## src/rtl/assert_macros.svh

```systemverilog
// Assertion macros shared by the RTL of the swept box collision check.
// Both macros compile to nothing when SYNTH is defined.
`ifndef ASSERT_MACROS_SVH
`define ASSERT_MACROS_SVH

`ifndef SYNTH
// Same-cycle implication, disabled during reset.
`define ASSERT_IMPL(label, clk, rst, ante, cons) \
  label: assert property (@(posedge clk) disable iff (rst) (ante) |-> (cons)) \
    else $error("swept box assertion failed");
// Next-cycle implication, disabled during reset.
`define ASSERT_NEXT(label, clk, rst, ante, cons) \
  label: assert property (@(posedge clk) disable iff (rst) (ante) |=> (cons)) \
    else $error("swept box assertion failed");
`else
`define ASSERT_IMPL(label, clk, rst, ante, cons)
`define ASSERT_NEXT(label, clk, rst, ante, cons)
`endif

`endif

```

## src/rtl/swbox_pkg.sv

```systemverilog
// Types and constants for the swept box collision check.
// Used by swbox_ctrl, swbox_dp and the top level.
package swbox_pkg;

  // Coordinate, axis normal, product and projection widths (cover FRAC_BITS up to 16).
  localparam int CW = 34;
  localparam int NW = 33;
  localparam int PW = NW + CW;
  localparam int SW = PW + 1;

  localparam logic [1:0] AXIS_X    = 2'd0;
  localparam logic [1:0] AXIS_Y    = 2'd1;
  localparam logic [1:0] AXIS_MOVE = 2'd2;

  // Points 0..3: B corners, 4..7: A corners, 8..11: A corners plus relative motion.
  localparam logic [3:0] FIRST_A_PT = 4'd4;
  localparam logic [3:0] LAST_PT    = 4'd11;

  localparam logic [1:0] GRP_B     = 2'd0;
  localparam logic [1:0] GRP_A     = 2'd1;
  localparam logic [1:0] GRP_MOVED = 2'd2;

  typedef enum logic [5:0] {
    ST_IDLE   = 6'b000001,
    ST_SETUP1 = 6'b000010,
    ST_SETUP2 = 6'b000100,
    ST_RUN    = 6'b001000,
    ST_DRAIN  = 6'b010000,
    ST_DONE   = 6'b100000
  } state_t;

  typedef struct packed {
    logic       load;
    logic       capture;
    logic       setup1;
    logic       setup2;
    logic       issue;
    logic [1:0] axis;
    logic [3:0] pt;
  } cmd_t;

  typedef struct packed {
    logic gate;
    logic axis_move_zero;
  } status_t;

endpackage

```

## src/rtl/swbox_ctrl.sv

```systemverilog
// Controller for the swept box collision check: sequences setup, the
// projection stream over up to three axes and the result strobe. Uses swbox_pkg.
`include "assert_macros.svh"

module swbox_ctrl import swbox_pkg::*; (
  input  logic    clk,
  input  logic    rst,
  input  logic    start,
  input  logic    kind,
  input  status_t status,
  output cmd_t    cmd,
  output logic    busy,
  output logic    done
);

  state_t     state, state_next;
  logic [1:0] axis, axis_next;
  logic [3:0] pt, pt_next;
  logic       accept;

  assign accept = start && !busy;
  assign busy   = (state != ST_IDLE);
  assign done   = (state == ST_DONE);

  always_comb begin
    state_next = state;
    axis_next  = axis;
    pt_next    = pt;
    unique case (state)
      ST_IDLE: begin
        axis_next = AXIS_X;
        pt_next   = '0;
        if (accept && kind) state_next = ST_SETUP1;
      end
      ST_SETUP1: state_next = ST_SETUP2;
      ST_SETUP2: state_next = status.gate ? ST_RUN : ST_DONE;
      ST_RUN: begin
        if (pt == LAST_PT) begin
          pt_next = '0;
          if (axis == AXIS_MOVE || (axis == AXIS_Y && status.axis_move_zero)) begin
            state_next = ST_DRAIN;
          end else begin
            axis_next = axis + 2'd1;
          end
        end else begin
          pt_next = pt + 4'd1;
        end
      end
      ST_DRAIN: state_next = ST_DONE;
      ST_DONE:  state_next = ST_IDLE;
      default:  state_next = ST_IDLE;
    endcase
  end

  always_ff @(posedge clk) begin
    if (rst) begin
      state <= ST_IDLE;
      axis  <= AXIS_X;
      pt    <= '0;
    end else begin
      state <= state_next;
      axis  <= axis_next;
      pt    <= pt_next;
    end
  end

  always_comb begin
    cmd         = '0;
    cmd.load    = accept && !kind;
    cmd.capture = accept && kind;
    cmd.setup1  = (state == ST_SETUP1);
    cmd.setup2  = (state == ST_SETUP2);
    cmd.issue   = (state == ST_RUN);
    cmd.axis    = axis;
    cmd.pt      = pt;
  end

  `ASSERT_NEXT(a_done_single, clk, rst, done, !done)
  `ASSERT_NEXT(a_test_goes_busy, clk, rst, start && !busy && kind, busy)
  `ASSERT_IMPL(a_pt_in_range, clk, rst, cmd.issue, pt <= LAST_PT && axis <= AXIS_MOVE)

endmodule

```

## config.mk

```make
export PLATFORM = sky130hd
export DESIGN_NAME = swbox_ctrl
export DESIGN_NICKNAME = d
export VERILOG_FILES = /design/src/rtl/swbox_pkg.sv /design/src/rtl/swbox_ctrl.sv
export VERILOG_INCLUDE_DIRS = /design/src /design/src/rtl
export SDC_FILE = /design/constraint.sdc
export NUM_CORES = 1
export LEC_CHECK = 0
export BUFFER_PORTS_ARGS = -buffer_cell sky130_fd_sc_hd__buf_2
export CORE_MARGIN = 8
export CORE_UTILIZATION = 54
export DETAILED_ROUTE_END_ITERATION = 8
export HOLD_SLACK_MARGIN = 0.03
export PLACE_DENSITY = 0.81
export SLEW_MARGIN = 10
export SYNTH_ARGS = -nofsm -noshare
export SYNTH_HDL_FRONTEND = slang
export SYNTH_SLANG_ARGS = --single-unit
```

## constraint.sdc

```tcl
create_clock -name clk -period 3 [get_ports clk]
set_input_delay 0.6 -clock clk [delete_from_list [all_inputs] [get_ports clk]]
set_output_delay 0.6 -clock clk [all_outputs]
set_load 0.03 [all_outputs]
```

==> metrics.txt, run 1 <==
initial DRC count=4; slowest cell on the critical path=dfxtp_1; final hold viol count=0; cell area after layout=about 900 µm²; HPWL Detailed=1.23 mm; Net Count, Synth=91; Die Area=2820 µm²; Worst Setup End Kind=output pin; Crit Path Class=reg -> out; layout cells sized above 1=between 30% and 40%; slowest stage delay, CP=470 ps; Post-Layout Cell Count=118; critical path required time=roughly 2400 ps; clk sinks=12; vias per std cell=roughly 5.4; Ant. Diodes=0; cell area after synthesis=about 740 µm²; most common cell after layout, fill and taps aside=buf_2; Final nets=113; Clock Latency Late Sink=270 ps; placed cells=114; TNS Setup=0 ps; outcome=completed; clock root cell=clkbuf_4; # setup viols final=0; startpoint types=flip-flop; GPL Wtd Cong=0.740; Gate Count Post-Synth=82; worst relative slew slack=76.6%; power per cell area=392 nW/µm²; cell count along the critical path=4; I/O Buffers=18; Final WS setup=844 ps; max_cap viols=0; FP Rows=13; deepest clock path buffer count=2; VDD IR max=about 190 µV; Layout Skew=3.72 ps; number of routed nets with antenna violations=0; worst min path class=reg -> reg; Finished Core Util=67.9%; post-CTS setup buffer count=0; cts bufs inserted=3; Die Wd=53.1 µm; DRT Pass-1 Iters=4; DRC=0; Synth-to-Final Area Change=18.9%; fmax=approximately 460 MHz; first-pass GRT wire length=approximately 2.5 mm; worst r2r src=axis[0]$_SDFFE_PP0P_; GRT overflow=0; Fill cells=~110; crit path cell chain=nor2b_2 > and3_2 > and3_4 > buf_2; Placement Setup Slack=1150 ps; fin crit period=2160 ps; worst setup path endpoint=cmd[9]; DP Area=847 µm²; Vias=between 600 and 700; CTS tree=built; r2r worst-path depth=5; crit path DAT=1560 ps; GRT Total Usage=11.4%; r2r setup slk=1450 ps; Starting Density=57.1%; worst slew pin tran=351 ps; vias in the first global route=590; RSZ-0062 raised after global routing=no; CP bufs+invs=1; Final Max Tran Viols=0; Core ar.=1300 µm²; H-Tree Depth=1; Seq cells post-synth=12; final WL=1.54 mm; commonest cells after routing, fill and taps aside=18 x buf_2, 12 x dfxtp_1, 9 x nor2_1; CP top delay family=simple AND/OR/NAND/NOR gates; Yosys Warn Count=0; Lkg Pwr=around 0.43 nW; Clk pin slew, worst setup/hold paths=80 ps; Seq/Total Area, Yosys=32.3%; count of cell types in the netlist=31; Die Ht=53.1 µm; Syn Area/Cell=9.06 µm²; critical path launch point=state[0]$_SDFFE_PP1P_; initial antenna violation count=0; FF-to-FF End=axis[0]$_SDFFE_PP0P_; largest net degree at the start of global routing=12; Ports=19; period utilization=71.9%; post-CTS resize count=0; WL per Instance=13.0 µm; Crit Path Max Fanout=6; # hold bufs at CTS=0
==> layout make-up <==
| class | count | area (µm²) | share of cell area [%] |
|---|---|---|---|
| Clock buffer | 4 | 36.3 | 4.11 |
| Inverter | 4 | 15.0 | 1.70 |
| Multi-Input combinational cell | 65 | 483 | 54.7 |
| Sequential cell | 12 | 240 | 27.2 |
| Tap cell | 15 | 18.8 | 2.12 |
| Timing Repair Buffer | 18 | 90.1 | 10.2 |
==> how the worst min path moves through the flow <==
stage               cells after the start               endpoint  slack (ps)                   from
floorplan                               1  state[2]$_SDFFE_PP0P_         520  state[5]$_SDFFE_PP0P_
global placement                        2     pt[1]$_SDFFE_PP0P_         490     pt[1]$_SDFFE_PP0P_
detailed placement                      2     pt[1]$_SDFFE_PP0P_         490     pt[1]$_SDFFE_PP0P_
CTS                                     2     pt[1]$_SDFFE_PP0P_         510     pt[1]$_SDFFE_PP0P_
global route                            2     pt[1]$_SDFFE_PP0P_         540     pt[1]$_SDFFE_PP0P_
finish                                  2     pt[1]$_SDFFE_PP0P_         500     pt[1]$_SDFFE_PP0P_
==> cell usage after synthesis, drive strengths merged <==
cell / instances / area share (%)
and4b: 1 / 1.3
nand2: 6 / 3.0
nor4b: 1 / 2.0
ha: 3 / 5.1
a211o: 1 / 1.2
o2111ai: 1 / 1.2
inv: 4 / 2.0
nor2: 11 / 7.6
buf: 1 / 0.67
nor2b: 3 / 3.2
and3: 2 / 2.5
dfxtp: 12 / 32
nor3b: 6 / 6.7
nand3b: 2 / 3.7
and2b: 2 / 2.0
o31ai: 1 / 1.0
nor3: 3 / 2.0
a41o: 1 / 1.3
o21ai: 3 / 2.0
xnor2: 2 / 2.4
nand4b: 1 / 1.2
nand3: 5 / 5.1
mux2: 3 / 4.5
a21oi: 6 / 4.0
nand2b: 1 / 1.9
==> flip-flops by register name, summed over array words and instances (netlist names) <==
name   cells
axis       2
pt         4
state      6
==> routing by layer <==
metal  track usage (%)  routed length [µm]  share of wire, %
met1              12.7                 689                45
met2              19.1                 745                48
met3              3.08                 100               6.5
met4              6.30                   4              0.26
met5                 0                   0                 0
==> kinds of logic after synthesis <==
| logic type | share of synthesized area (%) |
|---|---|
| buffers and inverters | 2.69 |
| AOI/OAI and AO/OA | 10.8 |
| muxes | 4.55 |
| and+or+nand+nor | 42.3 |
| xor gates and xnor gates | 2.36 |
| adders and majority gates | 5.05 |
| DFF | 32.3 |
==> power by group <==
| group | switching [W] | leakage [nW] | total (W) | internal [W] |
|---|---|---|---|---|
| Combinational | 0.0000299 | 0.308 | 0.0000491 | 0.0000192 |
| Clock | 0.0000580 | 0.0210 | 0.000132 | 0.0000737 |
| Sequential | 0.00000458 | 0.0970 | 0.000166 | 0.000161 |
==> through the flow <==
step                total power, W  hold slack (ps)
floorplan                 0.000206              524
global placement          0.000218              493
detailed placement        0.000219              494
CTS                       0.000349              505
global route              0.000361              537
finish                    0.000347              504
==> worst register-to-register path, stage by stage (launching register included) <==
cell,delay [ps]
dfxtp_1,380
inv_1,90
ha_1,200
a21oi_1,170
nor3b_2,250
mux2_2,360
Power figures use the tool's default switching activity.
==> inputs of run 2 (changes only) <==
CORE_ASPECT_RATIO = 0.9   (was not set)
CORE_UTILIZATION = 50   (was 54)
PLACE_DENSITY = 0.76   (was 0.81)
clock period = 2.05 ns   (was 3 ns; I/O delays follow)
==> run 2 against run 1 <==
  * Combinational power grew 45%
  * Critical path type unchanged
  * Die area rose by 5.6%
  * Non-clock buffer count unchanged
  * Clock power is 47% higher
  * Hold slack got worse by 100 ps
  * Power rose by 47%
  * Final cell count unchanged
  * Register-to-register slack got worse by 890 ps
  * Sequential share of layout area increased by 0.10 points
  * Cell area rose by 0.14%
==> metrics.txt, run 2 (synthesis results as in run 1) <==
Die Wd=56.6 µm (+6.7%); final WL=1.53 mm (-0.52%); critical path required time=1640 ps (-760 ps); vias in the first global route=609 (+3.2%); placed cells=114 (unchanged); number of routed nets with antenna violations=0 (unchanged); Core ar.=1420 µm² (+8.8%); Final nets=113 (unchanged); Seq pwr share=47.9% (about the same); Final Max Tran Viols=0 (unchanged); Die Ht=52.6 µm (-0.99%); largest registers=state: 6 flops, pt: 4 flops, axis: 2 flops; GRT overflow=0 (unchanged); I/O Buffers=18 (unchanged); Finished Core Util=62.5% (-5.4 points); Pint=0.000373 W (+47%); crit path DAT=1520 ps (-40 ps); Logic pwr share=14.0% (-0.2 points); # setup viols final=0 (unchanged); fin crit period=1930 ps; # hold bufs at CTS=0 (unchanged); worst relative slew slack=76.9% (+0.37 points); cts bufs inserted=3 (unchanged); Ports=19 (unchanged); DP Area=847 µm² (unchanged); DRC=0 (unchanged); Crit Path Class=reg -> out; switching pwr=0.000136 W (+47%); max_cap viols=0 (unchanged); Hold WS=399 ps (-105 ps); CP top delay family=simple AND/OR/NAND/NOR gates; final hold viol count=0 (unchanged); deepest clock path buffer count=2 (unchanged); period utilization=between 90% and 100%; Starting Density=52.5% (-4.6 points); vias per std cell=5.44 (+0.63%); power per cell area=575 nW/µm² (+46%); slowest stage delay, CP=360 ps (-110 ps); initial antenna violation count=0 (unchanged); outcome=completed; layout cells sized above 1=35.9% (+0.97 points); VDD IR max=358 µV (+91%); Crit Path Max Fanout=5 (-1); worst slew pin tran=346 ps (-5.58 ps); fmax=517 MHz; Layout Skew=1.26 ps (-2.46 ps); Vias=642 (+0.63%); worst min path class=in -> reg; Lkg Pwr=0.426 nW (about the same); largest reg by FF count=state; CTS tree=built; max FFs per register=6 (unchanged); Fill cells=120 (+12%); RSZ-0062 raised after global routing=no; FP Rows=13 (unchanged); clk sinks=12 (unchanged); Post-Layout Cell Count=118 (unchanged); Synth-to-Final Area Change=19.0%; DRT Pass-1 Iters=4 (unchanged); WL per Instance=13.0 µm (-0.52%); cell area after layout=885 µm² (+0.14%); slowest cell on the critical path=dfxtp_1; Clk pwr share=38.1% (about the same); CP bufs+invs=1 (unchanged); HPWL Detailed=1.16 mm (-5.6%); GPL Wtd Cong=0.814 (+10%); GRT Total Usage=10.7% (-0.69 points); commonest cells after routing, fill and taps aside=18 x buf_2, 11 x dfxtp_1, 9 x nor2_1; Switching Share=26.7% (+0.029 points); H-Tree Depth=1 (unchanged); Ant. Diodes=0 (unchanged); clock root cell=clkbuf_4; largest net degree at the start of global routing=12 (unchanged); first-pass GRT wire length=2.57 mm (+3.0%); initial DRC count=6 (+2); crit path cell chain=nor2_1 > and3_2 > and3_4 > buf_2; Worst Setup End Kind=output pin; most common cell after layout, fill and taps aside=buf_2; Clock Latency Late Sink=270 ps (about the same); Clk pin slew, worst setup/hold paths=80 ps (about the same); startpoint types=flip-flop; TNS Setup=0 ps (unchanged); Die Area=2980 µm² (+5.6%)
-- run 2: power groups by stage --
stage	combinational, W	sequential [W]	clock [W]
after detailed placement	0.0000715	0.000249	0
after CTS	0.0000717	0.000243	0.000198
after global routing	0.0000780	0.000244	0.000208
after floorplan	0.0000541	0.000247	0
final	0.0000712	0.000244	0.000194
after global placement	0.0000714	0.000248	0
-- run 2: layout make-up --
| cell class | instances | area, µm² | area share (%) |
|---|---|---|---|
| clock buffer | 4 | 36.3 | 4.10 |
| timing repair buffer | 18 | 90.1 | 10.2 |
| tap | 15 | 18.8 | 2.12 |
| sequential | 12 | 241 | 27.3 |
| multi-input combinational | 65 | 483 | 54.6 |
| inverter | 4 | 15.0 | 1.70 |
-- run 2: worst min-delay path: cells and delay by family --
| family | cells | cell delay (ps) |
|---|---|---|
| AO/OA/AOI/OAI | 1 | 60 |
| AND/OR/NAND/NOR | 1 | 60 |
| buffers and inverters | 1 | 100 |
-- run 2: stage by stage --
stage	total power, W	setup slack [ps]
after floorplan	0.000301	252
after global placement	0.000319	417
after detailed placement	0.000320	360
after CTS	0.000513	47.2
after global routing	0.000531	27.4
final	0.000508	117
-- run 2: metal layers --
| layer | track usage [%] | up-vias | share of wire [%] |
|---|---|---|---|
| li1 | - | 334 | - |
| met1 | 13.4 | 292 | 51 |
| met2 | 16.6 | 14 | 43 |
| met3 | 4.13 | 2 | 4.4 |
| met4 | 3.60 | 0 | 0.78 |
| met5 | 0 | - | 0 |
-- run 2: worst paths after layout --
kind	start	end	slack, ps	cells past startpoint
max	state[2]$_SDFFE_PP0P_	cmd[9]	120	4
min	status[1]	state[3]$_SDFFE_PP0P_	400	3
max reg2reg	axis[0]$_SDFFE_PP0P_	axis[0]$_SDFFE_PP0P_	560	5
min reg2reg	pt[1]$_SDFFE_PP0P_	pt[1]$_SDFFE_PP0P_	510	2
-- run 2: timing repair --
action / CTS / global route
buffers inserted: 0 / 0
gates resized for setup: 0 / 1
endpoints found under the setup margin: 0 / 1
==> inputs of run 3 (changes only) <==
CORE_ASPECT_RATIO = not set   (was 0.9)
CORE_UTILIZATION = 54   (was 50)
PLACE_DENSITY = 0.81   (was 0.76)
clock period = 2.28 ns   (was 2.05 ns; I/O delays follow)
==> run 3 against run 2 <==
  * Sequential share of layout area is 0.10 points lower
  * Die area is 5.3% lower
  * Critical path depth stayed put
  * Clock power is 11% lower
  * Critical path type unchanged
  * Via count is 2.5% higher
  * Combinational power is 8.6% lower
  * Final cell count stayed put
  * Clock skew is 4.5 ps higher
  * Largest cell class unchanged
  * Wire length is 3.3% higher
  * Power is 10% lower
  * Global-route usage is 0.67 points higher
  * Highest routed layer unchanged
==> metrics.txt, run 3 (synthesis results as in run 1) <==
critical path launch point=state[0]$_SDFFE_PP1P_; FF-to-FF End=axis[0]$_SDFFE_PP0P_; DRT Pass-1 Iters=4 (unchanged); vias per std cell=5.58 (+2.5%); CTS tree=built; number of routed nets with antenna violations=0 (unchanged); WL per Instance=13.4 µm (+3.3%); FP Rows=13 (unchanged); r2r setup slk=770 ps (+210 ps); H-Tree Depth=1 (unchanged); Reg area=240 µm² (-0.52%); Synth-to-Final Area Change=18.9%; vias in the first global route=596 (-2.1%); # setup viols final=0 (unchanged); Die Ht=53.1 µm (+1.0%); Lkg Pwr=0.426 nW (about the same); Crit Path Class=reg -> out; Crit Path Max Fanout=6 (+1); worst min path class=in -> reg; Ports=19 (unchanged); slowest cell on the critical path=dfxtp_1; Layout Skew=5.79 ps (+4.53 ps); fin crit period=2020 ps; layout cells sized above 1=35.0% (-0.97 points); DRC=0 (unchanged); Hold EP=state[3]$_SDFFE_PP0P_; # hold bufs at CTS=0 (unchanged); post-CTS resize count=0 (unchanged); Clock Latency Late Sink=270 ps (about the same); TNS Setup=0 ps (unchanged); Clk pin slew, worst setup/hold paths=80 ps (about the same); Die Wd=53.1 µm (-6.2%); slowest stage delay, CP=470 ps (+110 ps); Multi-input gate area=483 µm² (unchanged); crit path cell chain=nor2b_2 > and3_2 > and3_4 > buf_2; largest net degree at the start of global routing=12 (unchanged); final WL=1.58 mm (+3.3%); initial DRC count=7 (+1); Vias=658 (+2.5%); CP top delay family=simple AND/OR/NAND/NOR gates; Fill cells=115 (-4.2%); worst r2r src=axis[0]$_SDFFE_PP0P_; worst slew pin tran=362 ps (+16.7 ps); fmax=a little under 500 MHz; largest registers=state: 6 flops, pt: 4 flops, axis: 2 flops; deepest clock path buffer count=2 (unchanged); HP Start=status[1]; Core ar.=1300 µm² (-8.0%); cts bufs inserted=3 (unchanged); Die Area=2820 µm² (-5.3%); clk sinks=12 (unchanged); Ant. Diodes=0 (unchanged); outcome=completed; worst relative slew slack=75.8% (-1.1 points); Hold Path Stages=3 (unchanged); max_cap viols=0 (unchanged); RSZ-0062 raised after global routing=no; Final Max Tran Viols=0 (unchanged); initial antenna violation count=0 (unchanged); first-pass GRT wire length=2.50 mm (-3.0%); largest reg by FF count=state; Final nets=113 (unchanged); Starting Density=57.1% (+4.6 points); r2r worst-path depth=5 (unchanged); Worst Setup End Kind=output pin; HPWL Detailed=1.23 mm (+6.1%); max FFs per register=6 (unchanged); VDD IR max=329 µV (-8.1%); startpoint types=flip-flop; period utilization=88.5%; final hold viol count=0 (unchanged); GRT overflow=0 (unchanged); critical path required time=1820 ps (+180 ps); post-CTS setup buffer count=0 (unchanged); most common cell after layout, fill and taps aside=buf_2; Power, Total=0.000457 W (-10%); clock root cell=clkbuf_4; GPL Wtd Cong=0.740 (-9.2%); cell count along the critical path=4 (unchanged); crit path DAT=1560 ps (+40 ps); I/O Buffers=18 (unchanged); power per cell area=517 nW/µm² (-10%); GRT Total Usage=11.4% (+0.67 points); CP bufs+invs=1 (unchanged); commonest cells after routing, fill and taps aside=18 x buf_2, 12 x dfxtp_1, 9 x nor2_1
## run 3: final cells by class
class | count | share of cell area (%)
Clock buffer | 4 | 4.11
Inverter | 4 | 1.70
Multi-Input combinational cell | 65 | 54.7
Sequential cell | 12 | 27.2
Tap cell | 15 | 2.12
Timing Repair Buffer | 18 | 10.2
## run 3: per-stage QoR
| step | instances | hold slack [ps] | cell area [µm²] | util (%) | setup WS [ps] |
|---|---|---|---|---|---|
| final | 118 | 440 | 883 | 67.9 | 261 |
| after global routing | 118 | 454 | 883 | 67.9 | 187 |
| after CTS | 118 | 429 | 883 | 67.9 | 247 |
| after detailed placement | 114 | 503 | 847 | 65.1 | 568 |
| after global placement | 114 | 493 | 847 | 65.1 | 606 |
| after floorplan | 82 | 524 | 743 | - | 436 |
## run 3: routing by layer
layer | global-route usage, % | wire length [µm] | part of all wire [%]
met1 | 12.8 | 713 | 45
met2 | 18.8 | 763 | 48
met3 | 3.36 | 97 | 6.1
met4 | 6.30 | 6 | 0.38
met5 | 0 | 0 | 0
## run 3: how the worst max path moves through the flow
stage,end,slack (ps)
CTS,cmd[9],250
floorplan,done,440
detailed placement,cmd[9],570
finish,cmd[9],260
global placement,cmd[9],610
global route,cmd[9],190
## run 3: worst min-delay path: stages
cell     delay, ps
buf_2          110
nand2_1         50
a21oi_1         60
## run 3: power by group
part	leakage (nW)	internal, W	switching (W)
clock	0.0210	0.0000970	0.0000762
sequential	0.0970	0.000212	0.00000600
combinational	0.308	0.0000253	0.0000399
total	0.426	0.000335	0.000122
